==> src/sv/assert_macros.svh <==
// Assertion macros shared by the line threshold RTL.
`ifndef ASSERT_MACROS_SVH
`define ASSERT_MACROS_SVH

// Same-cycle implication, sampled on the rising clock edge, off during reset.
`define ARLT_ASSERT_IMP(lbl, ante, cons, msg) \
	lbl: assert property (@(posedge clk) disable iff (!arst_n) (ante) |-> (cons)) \
		else $error(msg);

// Next-cycle implication, sampled on the rising clock edge, off during reset.
`define ARLT_ASSERT_NXT(lbl, ante, cons, msg) \
	lbl: assert property (@(posedge clk) disable iff (!arst_n) (ante) |=> (cons)) \
		else $error(msg);

`endif

==> src/sv/arlt_pkg.sv <==
// Shared types, sizes and command codes of the ambient rejecting line threshold block.
`timescale 1ns / 1ps

package arlt_pkg;

	localparam int CHANNELS = 8;
	localparam int COLORS   = 3;
	localparam int ROUNDS   = 10;

	localparam int CMD_W    = 2;
	localparam int COLOR_W  = 2;
	localparam int CHAN_W   = 3;
	localparam int SAMPLE_W = 8;
	localparam int WEIGHT_W = 2;
	localparam int THR_W    = 8;
	localparam int MASK_W   = 8;
	localparam int SUM_W    = 16;

	localparam logic [CMD_W-1:0] CMD_DETECT = 2'd0;
	localparam logic [CMD_W-1:0] CMD_ACCUM  = 2'd1;
	localparam logic [CMD_W-1:0] CMD_COMMIT = 2'd2;

	localparam logic [WEIGHT_W-1:0] WEIGHT_TWO   = 2'd2;
	localparam logic [WEIGHT_W-1:0] WEIGHT_THREE = 2'd3;

	// Division of the calibration sum by ROUNDS as a multiply by a rounded-up reciprocal.
	localparam int AVG_SHIFT  = SUM_W + $clog2(ROUNDS);
	localparam int AVG_MUL_W  = SUM_W + 1;
	localparam int AVG_PROD_W = AVG_SHIFT + SUM_W;
	localparam longint AVG_MUL_L = ((longint'(1) << AVG_SHIFT) + ROUNDS - 1) / ROUNDS;
	localparam logic [AVG_MUL_W-1:0] AVG_MUL = AVG_MUL_W'(AVG_MUL_L);

	// Blend of the old threshold and the average, and its division by three.
	localparam int BLEND_W    = SUM_W + 1;
	localparam int DIV3_SHIFT = BLEND_W + 2;
	localparam int DIV3_MUL_W = BLEND_W + 1;
	localparam int DIV3_PROD_W = DIV3_SHIFT + BLEND_W;
	localparam longint DIV3_MUL_L = ((longint'(1) << DIV3_SHIFT) + 2) / 3;
	localparam logic [DIV3_MUL_W-1:0] DIV3_MUL = DIV3_MUL_W'(DIV3_MUL_L);

	typedef struct packed {
		logic [CMD_W-1:0]    cmd;
		logic [COLOR_W-1:0]  color;
		logic [CHAN_W-1:0]   channel;
		logic [SAMPLE_W-1:0] dark_sample;
		logic [SAMPLE_W-1:0] lit_sample;
		logic [WEIGHT_W-1:0] weight;
	} req_t;

	typedef struct packed {
		logic              hit;
		logic [MASK_W-1:0] line_mask;
		logic [THR_W-1:0]  threshold_now;
	} rsp_t;

endpackage

==> src/sv/arlt_calc.sv <==
// Threshold, calibration sum and line mask state with the per-request datapath.
`timescale 1ns / 1ps
`include "assert_macros.svh"

module arlt_calc (
	input  logic          clk,
	input  logic          arst_n,
	input  logic          fire,
	input  arlt_pkg::req_t req,
	output arlt_pkg::rsp_t rsp
);

	logic [arlt_pkg::THR_W-1:0]  thr_q [arlt_pkg::COLORS][arlt_pkg::CHANNELS];
	logic [arlt_pkg::SUM_W-1:0]  sum_q [arlt_pkg::CHANNELS];
	logic [arlt_pkg::SUM_W-1:0]  avg_q [arlt_pkg::CHANNELS];
	logic [arlt_pkg::MASK_W-1:0] mask_q;

	logic                              in_range;
	logic [arlt_pkg::THR_W-1:0]        thr;
	logic [arlt_pkg::SAMPLE_W:0]       diff;
	logic                              hit_det;
	logic [arlt_pkg::MASK_W-1:0]       mask_det;
	logic [arlt_pkg::SUM_W-1:0]        sum_acc;
	logic [arlt_pkg::AVG_PROD_W-1:0]   avg_prod;
	logic [arlt_pkg::SUM_W-1:0]        avg_acc;
	logic [arlt_pkg::BLEND_W-1:0]      blend;
	logic [arlt_pkg::DIV3_PROD_W-1:0]  div3_prod;
	logic [arlt_pkg::BLEND_W-1:0]      quot;
	logic [arlt_pkg::THR_W-1:0]        thr_new;

	always_comb begin
		in_range = (int'(req.color) < arlt_pkg::COLORS) &&
			(int'(req.channel) < arlt_pkg::CHANNELS);
		thr = in_range ? thr_q[req.color][req.channel] : '0;

		diff = {1'b0, req.lit_sample} - {1'b0, req.dark_sample};
		hit_det = !diff[arlt_pkg::SAMPLE_W] && (diff[arlt_pkg::SAMPLE_W-1:0] > thr);
		if (req.channel == '0) begin
			mask_det = arlt_pkg::MASK_W'(hit_det);
		end else begin
			mask_det = mask_q | (arlt_pkg::MASK_W'(hit_det) << req.channel);
		end

		sum_acc = sum_q[req.channel] + arlt_pkg::SUM_W'(req.lit_sample) -
			arlt_pkg::SUM_W'(req.dark_sample);
		avg_prod = arlt_pkg::AVG_PROD_W'(sum_acc) * arlt_pkg::AVG_PROD_W'(arlt_pkg::AVG_MUL);
		avg_acc = avg_prod[arlt_pkg::AVG_SHIFT +: arlt_pkg::SUM_W];

		case (req.weight)
			arlt_pkg::WEIGHT_TWO: blend = arlt_pkg::BLEND_W'(thr) +
				arlt_pkg::BLEND_W'(avg_q[req.channel]);
			arlt_pkg::WEIGHT_THREE: blend = (arlt_pkg::BLEND_W'(thr) << 1) +
				arlt_pkg::BLEND_W'(avg_q[req.channel]);
			default: blend = arlt_pkg::BLEND_W'(avg_q[req.channel]);
		endcase

		div3_prod = arlt_pkg::DIV3_PROD_W'(blend) *
			arlt_pkg::DIV3_PROD_W'(arlt_pkg::DIV3_MUL);
		case (req.weight)
			arlt_pkg::WEIGHT_TWO:   quot = blend >> 1;
			arlt_pkg::WEIGHT_THREE: quot = div3_prod[arlt_pkg::DIV3_SHIFT +: arlt_pkg::BLEND_W];
			default:                quot = blend;
		endcase
		thr_new = quot[arlt_pkg::THR_W-1:0];

		rsp.hit = 1'b0;
		rsp.line_mask = mask_q;
		rsp.threshold_now = thr;
		case (req.cmd)
			arlt_pkg::CMD_DETECT: begin
				if (in_range) begin
					rsp.hit = hit_det;
					rsp.line_mask = mask_det;
				end
			end
			arlt_pkg::CMD_COMMIT: begin
				if (in_range) begin
					rsp.threshold_now = thr_new;
				end
			end
			default: begin
			end
		endcase
	end

	always_ff @(posedge clk or negedge arst_n) begin
		if (!arst_n) begin
			mask_q <= '0;
			for (int c = 0; c < arlt_pkg::COLORS; c++) begin
				for (int n = 0; n < arlt_pkg::CHANNELS; n++) begin
					thr_q[c][n] <= '0;
				end
			end
			for (int n = 0; n < arlt_pkg::CHANNELS; n++) begin
				sum_q[n] <= '0;
				avg_q[n] <= '0;
			end
		end else if (fire && in_range) begin
			case (req.cmd)
				arlt_pkg::CMD_DETECT: begin
					mask_q <= mask_det;
				end
				arlt_pkg::CMD_ACCUM: begin
					sum_q[req.channel] <= sum_acc;
					avg_q[req.channel] <= avg_acc;
				end
				arlt_pkg::CMD_COMMIT: begin
					thr_q[req.color][req.channel] <= thr_new;
					sum_q[req.channel] <= '0;
					avg_q[req.channel] <= '0;
				end
				default: begin
				end
			endcase
		end
	end

	`ARLT_ASSERT_NXT(a_commit_clears_sum, fire && in_range && req.cmd == arlt_pkg::CMD_COMMIT, sum_q[$past(req.channel)] == '0 && avg_q[$past(req.channel)] == '0, "Commit did not clear the calibration sum.")
	`ARLT_ASSERT_NXT(a_mask_restart, fire && in_range && req.cmd == arlt_pkg::CMD_DETECT && req.channel == '0, mask_q[arlt_pkg::MASK_W-1:1] == '0, "Line mask did not restart at channel zero.")

endmodule

==> src/sv/ambient_rejecting_line_threshold.sv <==
// Top level of the ambient rejecting line threshold block.
// Responses are registered: an accepted request waits in req_s1 and moves into rsp_q when it advances.
// Throughput: one request per cycle while rsp_stall is low; the single compute stage updates state as it passes.
// Reset: arst_n clears all thresholds, calibration sums and the line mask at once.
`timescale 1ns / 1ps
`include "assert_macros.svh"

module ambient_rejecting_line_threshold (
	input  logic           clk,
	input  logic           arst_n,
	input  logic           req_valid,
	output logic           req_stall,
	input  arlt_pkg::req_t req,
	output logic           rsp_valid,
	input  logic           rsp_stall,
	output arlt_pkg::rsp_t rsp
);

	arlt_pkg::req_t req_s1;
	logic           valid_s1;
	arlt_pkg::rsp_t rsp_q;
	logic           rsp_valid_q;
	arlt_pkg::rsp_t rsp_calc;
	logic           advance;
	logic           accept_in;

	assign advance   = valid_s1 && (!rsp_valid_q || !rsp_stall);
	assign req_stall = valid_s1 && !advance;
	assign accept_in = req_valid && !req_stall;
	assign rsp_valid = rsp_valid_q;
	assign rsp       = rsp_q;

	arlt_calc u_calc (
		.clk    (clk),
		.arst_n (arst_n),
		.fire   (advance),
		.req    (req_s1),
		.rsp    (rsp_calc)
	);

	always_ff @(posedge clk or negedge arst_n) begin
		if (!arst_n) begin
			valid_s1 <= 1'b0;
		end else if (accept_in) begin
			valid_s1 <= 1'b1;
		end else if (advance) begin
			valid_s1 <= 1'b0;
		end
	end

	always_ff @(posedge clk) begin
		if (accept_in) begin
			req_s1 <= req;
		end
	end

	always_ff @(posedge clk or negedge arst_n) begin
		if (!arst_n) begin
			rsp_valid_q <= 1'b0;
		end else if (advance) begin
			rsp_valid_q <= 1'b1;
		end else if (!rsp_stall) begin
			rsp_valid_q <= 1'b0;
		end
	end

	always_ff @(posedge clk) begin
		if (advance) begin
			rsp_q <= rsp_calc;
		end
	end

	`ARLT_ASSERT_NXT(a_advance_gives_rsp, advance, rsp_valid_q, "A computed request produced no response.")
	`ARLT_ASSERT_IMP(a_refill_needs_advance, accept_in && valid_s1, advance, "Input stage overwritten before it moved on.")

endmodule

==> config.mk <==
export PLATFORM = sky130hd
export DESIGN_NAME = ambient_rejecting_line_threshold
export DESIGN_NICKNAME = d
export VERILOG_FILES = /design/src/sv/arlt_pkg.sv /design/src/sv/arlt_calc.sv /design/src/sv/ambient_rejecting_line_threshold.sv
export VERILOG_INCLUDE_DIRS = /design/src /design/src/sv
export SDC_FILE = /design/constraint.sdc
export NUM_CORES = 2
export LEC_CHECK = 0
export ABC_AREA = 1
export BUFFER_PORTS_ARGS = -buffer_cell sky130_fd_sc_hd__clkbuf_2
export CAP_MARGIN = 15
export CORE_MARGIN = 2
export CORE_UTILIZATION = 59
export DETAILED_ROUTE_END_ITERATION = 7
export GPL_TIMING_DRIVEN = 0
export PLACE_DENSITY = 0.78
export SKIP_CTS_REPAIR_TIMING = 1
export SLEW_MARGIN = 20
export SYNTH_ARGS = -nofsm -noshare
export SYNTH_HDL_FRONTEND = slang
export SYNTH_SLANG_ARGS = --single-unit
==> constraint.sdc <==
create_clock -name clk -period 22.4 [get_ports clk]
set_input_delay 0 -clock clk [delete_from_list [all_inputs] [get_ports clk]]
set_output_delay 0 -clock clk [all_outputs]
set_load 0.02 [all_outputs]
After elaboration in Yosys (flattened, before gate mapping). Index checks and enable logic that the tools add are counted.

Output and inout port bits: 19. Input bits: 29. Memory bits (writable): 0. Memory bits (read-only): 0. Bits in registers: 500. Memories kept: 0. Bits in latches: 0. Word-level logic and storage cells: 133.

Reductions and logical operators: 21. Add/sub/neg operators: 5. Bitwise logic cells: 6. Div/mod/pow operators: 0. Order comparisons: 6. Eq/ne operators: 5. Multipliers: 2. Mux-type cells: 35. Shift operators: 1.

Operator list (count): one-hot mux 128 bit (2 select lines) (2); bitwise AND 128 bit (2); bitwise mux 128 bit (2); bitwise mux 192 bit (1); two-way mux 64 bit (3); binary-select mux 64 bit (select 2 bit) (1); demux 64 bit (select 2 bit) (1); inverter 128 bit (1); binary-select mux 16 bit (select 3 bit) (2); two-way mux 16 bit (5); two-way mux 8 bit (9); demux 16 bit (select 3 bit) (1); one-hot mux 17 bit (2 select lines) (1); multiplier 16 x 16 -> 32 bit (second input constant) (1); multiplier 17 x 18 -> 27 bit (second input constant) (1); binary-select mux 8 bit (select 3 bit) (1); demux 8 bit (select 3 bit) (1); adder 8 x 16 -> 17 bit (1); adder 9 x 16 -> 17 bit (1); adder 16 x 8 -> 16 bit (1); one-hot mux 8 bit (2 select lines) (1); subtractor 16 x 8 -> 16 bit (1); subtractor 8 x 8 -> 9 bit (1); > comparator 8 bit (1); 20 further kinds (39).

Longest topological paths before layout.
Depth after elaboration: 15. Gate-level depth with buffers: 55. Depth with buffers taken out: 51.

Cells and area by module. Synthesis repeated with hierarchy kept, for this count alone.

Cell total of the unflattened synthesis: 3958. Area total of the unflattened synthesis: 32899.1 um^2.

By module, submodules not included: arlt_calc (times used 1, area an instance 31542.8 um^2, cells each 3904); ambient_rejecting_line_threshold (times used 1, area an instance 1356.3 um^2, cells each 54).

Worst setup path before layout. No wires, ideal clock.

Kind: register -> register. From: register req_s1[18] (netlist bit). To: register u_calc.avg_q[24] (netlist bit). Arrival time: 8.708 ns. Stages on the path, launching flop included: 43. Slack: 13.555 ns. Data required time: 22.263 ns. Buffers on the path: 5. Clock period less this slack: 8.845 ns. Library setup time: 0.137 ns. Cell sequence: edfxtp_1 inv_2 buf_6 nand2_1 buf_2 inv_2 buf_2 clkbuf_1 clkbuf_1 nand2_1 o21ai_0 nor2_1 nand2_1 inv_1 fa_1 inv_1 ha_1 inv_1 [... 7 more ...] ha_1 ha_1 inv_1 fa_1 fa_1 inv_1 fa_1 fa_1 ha_1 nand2_1 nor2_1 o21ai_0 nand3_1 o21bai_1 a21boi_0 o21ai_0 o21ai_1 o21ai_0.

Word-level cells in the longest chain between the ends: 9. Elaborated cells between the ends (all ways): 16.

Ends and longest elaborated chain: from (decl) (line ambient_rejecting_line_threshold.sv:19) `arlt_pkg::req_t req_s1;`; from (signal assigned) (line ambient_rejecting_line_threshold.sv:53) `req_s1 <= req;`; inverter 3 -> 4 bit (not written as such) * (line arlt_calc.sv:44, arlt_calc.sv:105, arlt_calc.sv:110); binary-select mux 16 bit (select 3 bit) (line arlt_calc.sv:44) `sum_acc = sum_q[req.channel] + arlt_pkg::SUM_W'(req.lit_sample) -`; two-way mux 16 bit (not written as such) (2 in series) (line arlt_calc.sv:44); adder 16 x 8 -> 16 bit (line arlt_calc.sv:44); subtractor 16 x 8 -> 16 bit (line arlt_calc.sv:44); multiplier 16 x 16 -> 32 bit (line arlt_calc.sv:46) `avg_prod = arlt_pkg::AVG_PROD_W'(sum_acc) * arlt_pkg::AVG_PROD_W'(arlt_pkg::AVG_MUL);`; bitwise mux 128 bit (line arlt_calc.sv:105) `avg_q[req.channel] <= avg_acc;`; one-hot mux 128 bit (2 select lines) * (line arlt_calc.sv:99) `case (req.cmd)`; to (signal, indexed assignment) (line arlt_calc.sv:105); to (decl) (line arlt_calc.sv:15) `logic [arlt_pkg::SUM_W-1:0] avg_q [arlt_pkg::CHANNELS];`.

Mark *: on every way between the ends. The rest lies on a longest branch, timed or not. The select of a mux whose other input is x is not followed. A chain may end at the register's enable or synchronous reset.

Worst setup path after layout.
From: register req_s1[19] (netlist bit). To: register u_calc.avg_q[56] (netlist bit).

The elaborated chain is that of the path after synthesis.

==> summary.txt <==
Outcome
  – Status: finished, violations left
  – Failing checks: hold timing

Logic synthesis
  – Async SR Flop Fraction: 91.6%
  – Mean Syn Cell Area: 8.42 µm²
  – Syn Inst Count: 3886
  – Seq/Total Area, Yosys: 38.9%
  – Yosys warns: 0
  – Cell Area, Synth: 32700 µm²
  – Yosys reg bits: 500
  – Post-synth EDFFs: 42
  – Post-synthesis net count: 4350
  – Ys flop type: dfrtp_1
  – Synth unique cells: 59

Timing
  – Setup Skew: 0.0589 ns
  – Final hold slack: -0.0312 ns
  – Worst relative slew slack: 19.4%
  – Final TNS setup: 0 ns
  – Peak Freq: 0.0810 GHz
  – Tcrit/Tclk final: 55.1%
  – RSZ-0062 raised after global routing: no
  – # setup viols final: 0
  – Worst slew pin tran: 1.21 ns
  – Minimum clock period: 12.35 ns
  – Max-slew violation count: 0
  – Final Hold Fails: 42

Clocking
  – Clock-pin slew on the worst setup and hold paths: 0.07 ns
  – Total CTS buffers: 54
  – Htree depth: 2
  – Clock Latency Late Sink: 0.66 ns
  – CTS tree: built
  – Root buffer cell: clkbuf_16
  – CTS Buffer Depth: 3
  – Clk sinks: 500

Route
  – DR vias: 28441
  – DRT antenna net count: 0
  – Met2 wire length: 45700 µm
  – WL final: 102000 µm
  – Met3 WL: 10600 µm
  – DR pass1 iterations: 6
  – Starting DRT DRC Count: 3446
  – DR top layer: met4
  – Post-DR vias/cell: 5.90
  – Per-cell routed wire length: 21.1 µm
  – DRC: 0
  – Post-Route M1 WL: 39400 µm

Placed design
  – Placed cells: 4690
  – RD Place Congestion: 1.00
  – # port buffers: 47
  – Placed Area: 34100 µm²
  – Post-DP HPWL: 75400 µm

Cells and area
  – Area growth syn-to-layout: 10.8%
  – Design Area, Final: 36200 µm²
  – Final #Nets: 4490
  – Final std cells w/o fill: 4818
  – Share of layout cells above drive strength 1: 5.53%
  – Final Core Density: 65.9%

Die
  – Die Height: 239 µm
  – # rows: 86
  – Io pins: 48
  – Core area: 55000 µm²
  – Die area: 57300 µm²
  – Chip Width: 239 µm
  – Initial Utilization: 59.5%

Setup path
  – CP required: 22.87 ns
  – CP most frequent cell: inv_1
  – Critical path class: register to register
  – Crit-path max FO: 10
  – CP max stage delay: 0.75 ns
  – R2r worst-path depth: 39
  – CP max-delay cell: xnor2_1
  – CP Launch Type: register
  – Setup crit end kind: register
  – Crit path DAT: 12.82 ns

Global route
  – Vias in the first global route: 27177
  – Global Route Usage Sum: 35.8%
  – First-pass GRT wire length: 156000 µm
  – Initial antenna violation count: 0
  – Largest net degree at the start of global routing: 96
  – GRT Residual Overflow: 0

Job
  – Max-cap check violation count: 0

Hold path
  – HP Class: primary input to asynchronous set/reset pin
synth_stat cells, types with 3 or more instances:
cell type	count	area, µm²
o21ai_1	10	50.1
nand2_1	1111	4170
o22ai_1	77	482
nand4_1	26	163
nor3_1	17	85.1
nor2_2	5	31.3
or2_2	6	37.5
buf_6	8	90.1
edfxtp_1	42	1260
clkinv_1	13	48.8
o221ai_1	6	52.6
nor4_1	10	62.6
buf_2	11	55.1
o21bai_1	5	37.5
xnor2_1	21	184
fa_1	168	3360
a22oi_1	66	495
a211oi_1	5	37.5
a22o_1	38	333
nor2_1	213	800
o21a_1	3	22.5
nand3_1	62	310
buf_4	4	30.0
o2bb2ai_1	3	26.3
a21o_1	6	45.0
o211ai_1	5	37.5
dfrtp_1	458	11500
o21ai_0	253	1270
inv_1	598	2240
o2111ai_1	7	61.3
ha_1	267	3340
a21oi_1	156	781
inv_2	14	52.6
a31oi_1	11	68.8
clkbuf_1	87	327
a221oi_1	29	254
buf_1	11	41.3
xor2_1	18	158
nand2_2	7	43.8
worst paths after layout:
path | start | end | slack (ns)
worst max register to register | req_s1[19] | u_calc.avg_q[56] | 10.05
min in group clk | req[21] | req_s1[21] | 0.07
worst min register to register | u_calc.sum_q[65] | u_calc.sum_q[65] | 0.47
max in group asynchronous | arst_n | u_calc.avg_q[127] | 20.72
worst min-delay path | arst_n | u_calc.mask_q[2] | -0.03
worst max-delay path | req_s1[19] | u_calc.avg_q[56] | 10.05
per-layer routing:
metal | vias up | GRT usage (%)
met5 | - | 0
met4 | 0 | 19.1
met3 | 351 | 7.38
met2 | 1673 | 55.7
met1 | 13616 | 47.3
li1 | 12801 | -
registers in the layout (all words and copies together), names as in the netlist:
name / cells
valid_s1: 1
rsp_valid: 1
u_calc.avg_q: 128
u_calc.sum_q: 128
u_calc.thr_q: 192
req_s1: 25
rsp: 17
u_calc.mask_q: 8
critical path, delay by kind of cell (launching register included):
kind	cells	cell delay (ns)
simple gates	6	1.14
fa+ha+maj	9	3.87
compound gates	12	3.35
flops	1	0.51
xor+xnor	1	0.75
buf+inv	11	2.56
per-stage QoR:
step	hold WS [ns]	setup slack (ns)
CTS	-0.587	10.34
global placement	0.177	10.48
floorplan	-0.296	13.55
detailed placement	0.0691	10.34
finish	-0.0312	10.05
global route	0.0319	9.48
kinds of logic (layout without fill, tap and decap cells):
group | Yosys count | count (layout) | synth area share (%)
adder cells (fa/ha/maj) | 435 | 435 | 20.5
buffers and inverters | 747 | 930 | 8.85
AO/OA/AOI/OAI | 694 | 694 | 12.9
flip-flops | 500 | 500 | 38.9
AND/OR/NAND/NOR | 1471 | 1471 | 17.8
other | 0 | 1 | 0
XOR/XNOR | 39 | 39 | 1.04
placed cells by master (no fill, tap or decap), types with 66 or more instances in the layout:
cell and instances:
a22oi_1 66, fa_1 168, a21oi_1 156, nor2_1 212, o22ai_1 77, o21ai_0 253
clkbuf_1 96, inv_1 597, nand2_1 1111, dfrtp_1 458, ha_1 267
layout make-up:
cell class / count / area, µm²
clock buffers: 77 / 1590
well taps: 748 / 936
clock inverters: 22 / 270
inverters: 625 / 2350
repair buffers: 84 / 691
fillers: 4521 / 18700
plain buffers: 122 / 548
multi-input cells: 2639 / 17100
diodes: 1 / 2.50
flip-flops and latches: 500 / 12700
Power is not shown: default switching activity piles up to over one toggle a cycle in this logic, so the estimate is an artifact.
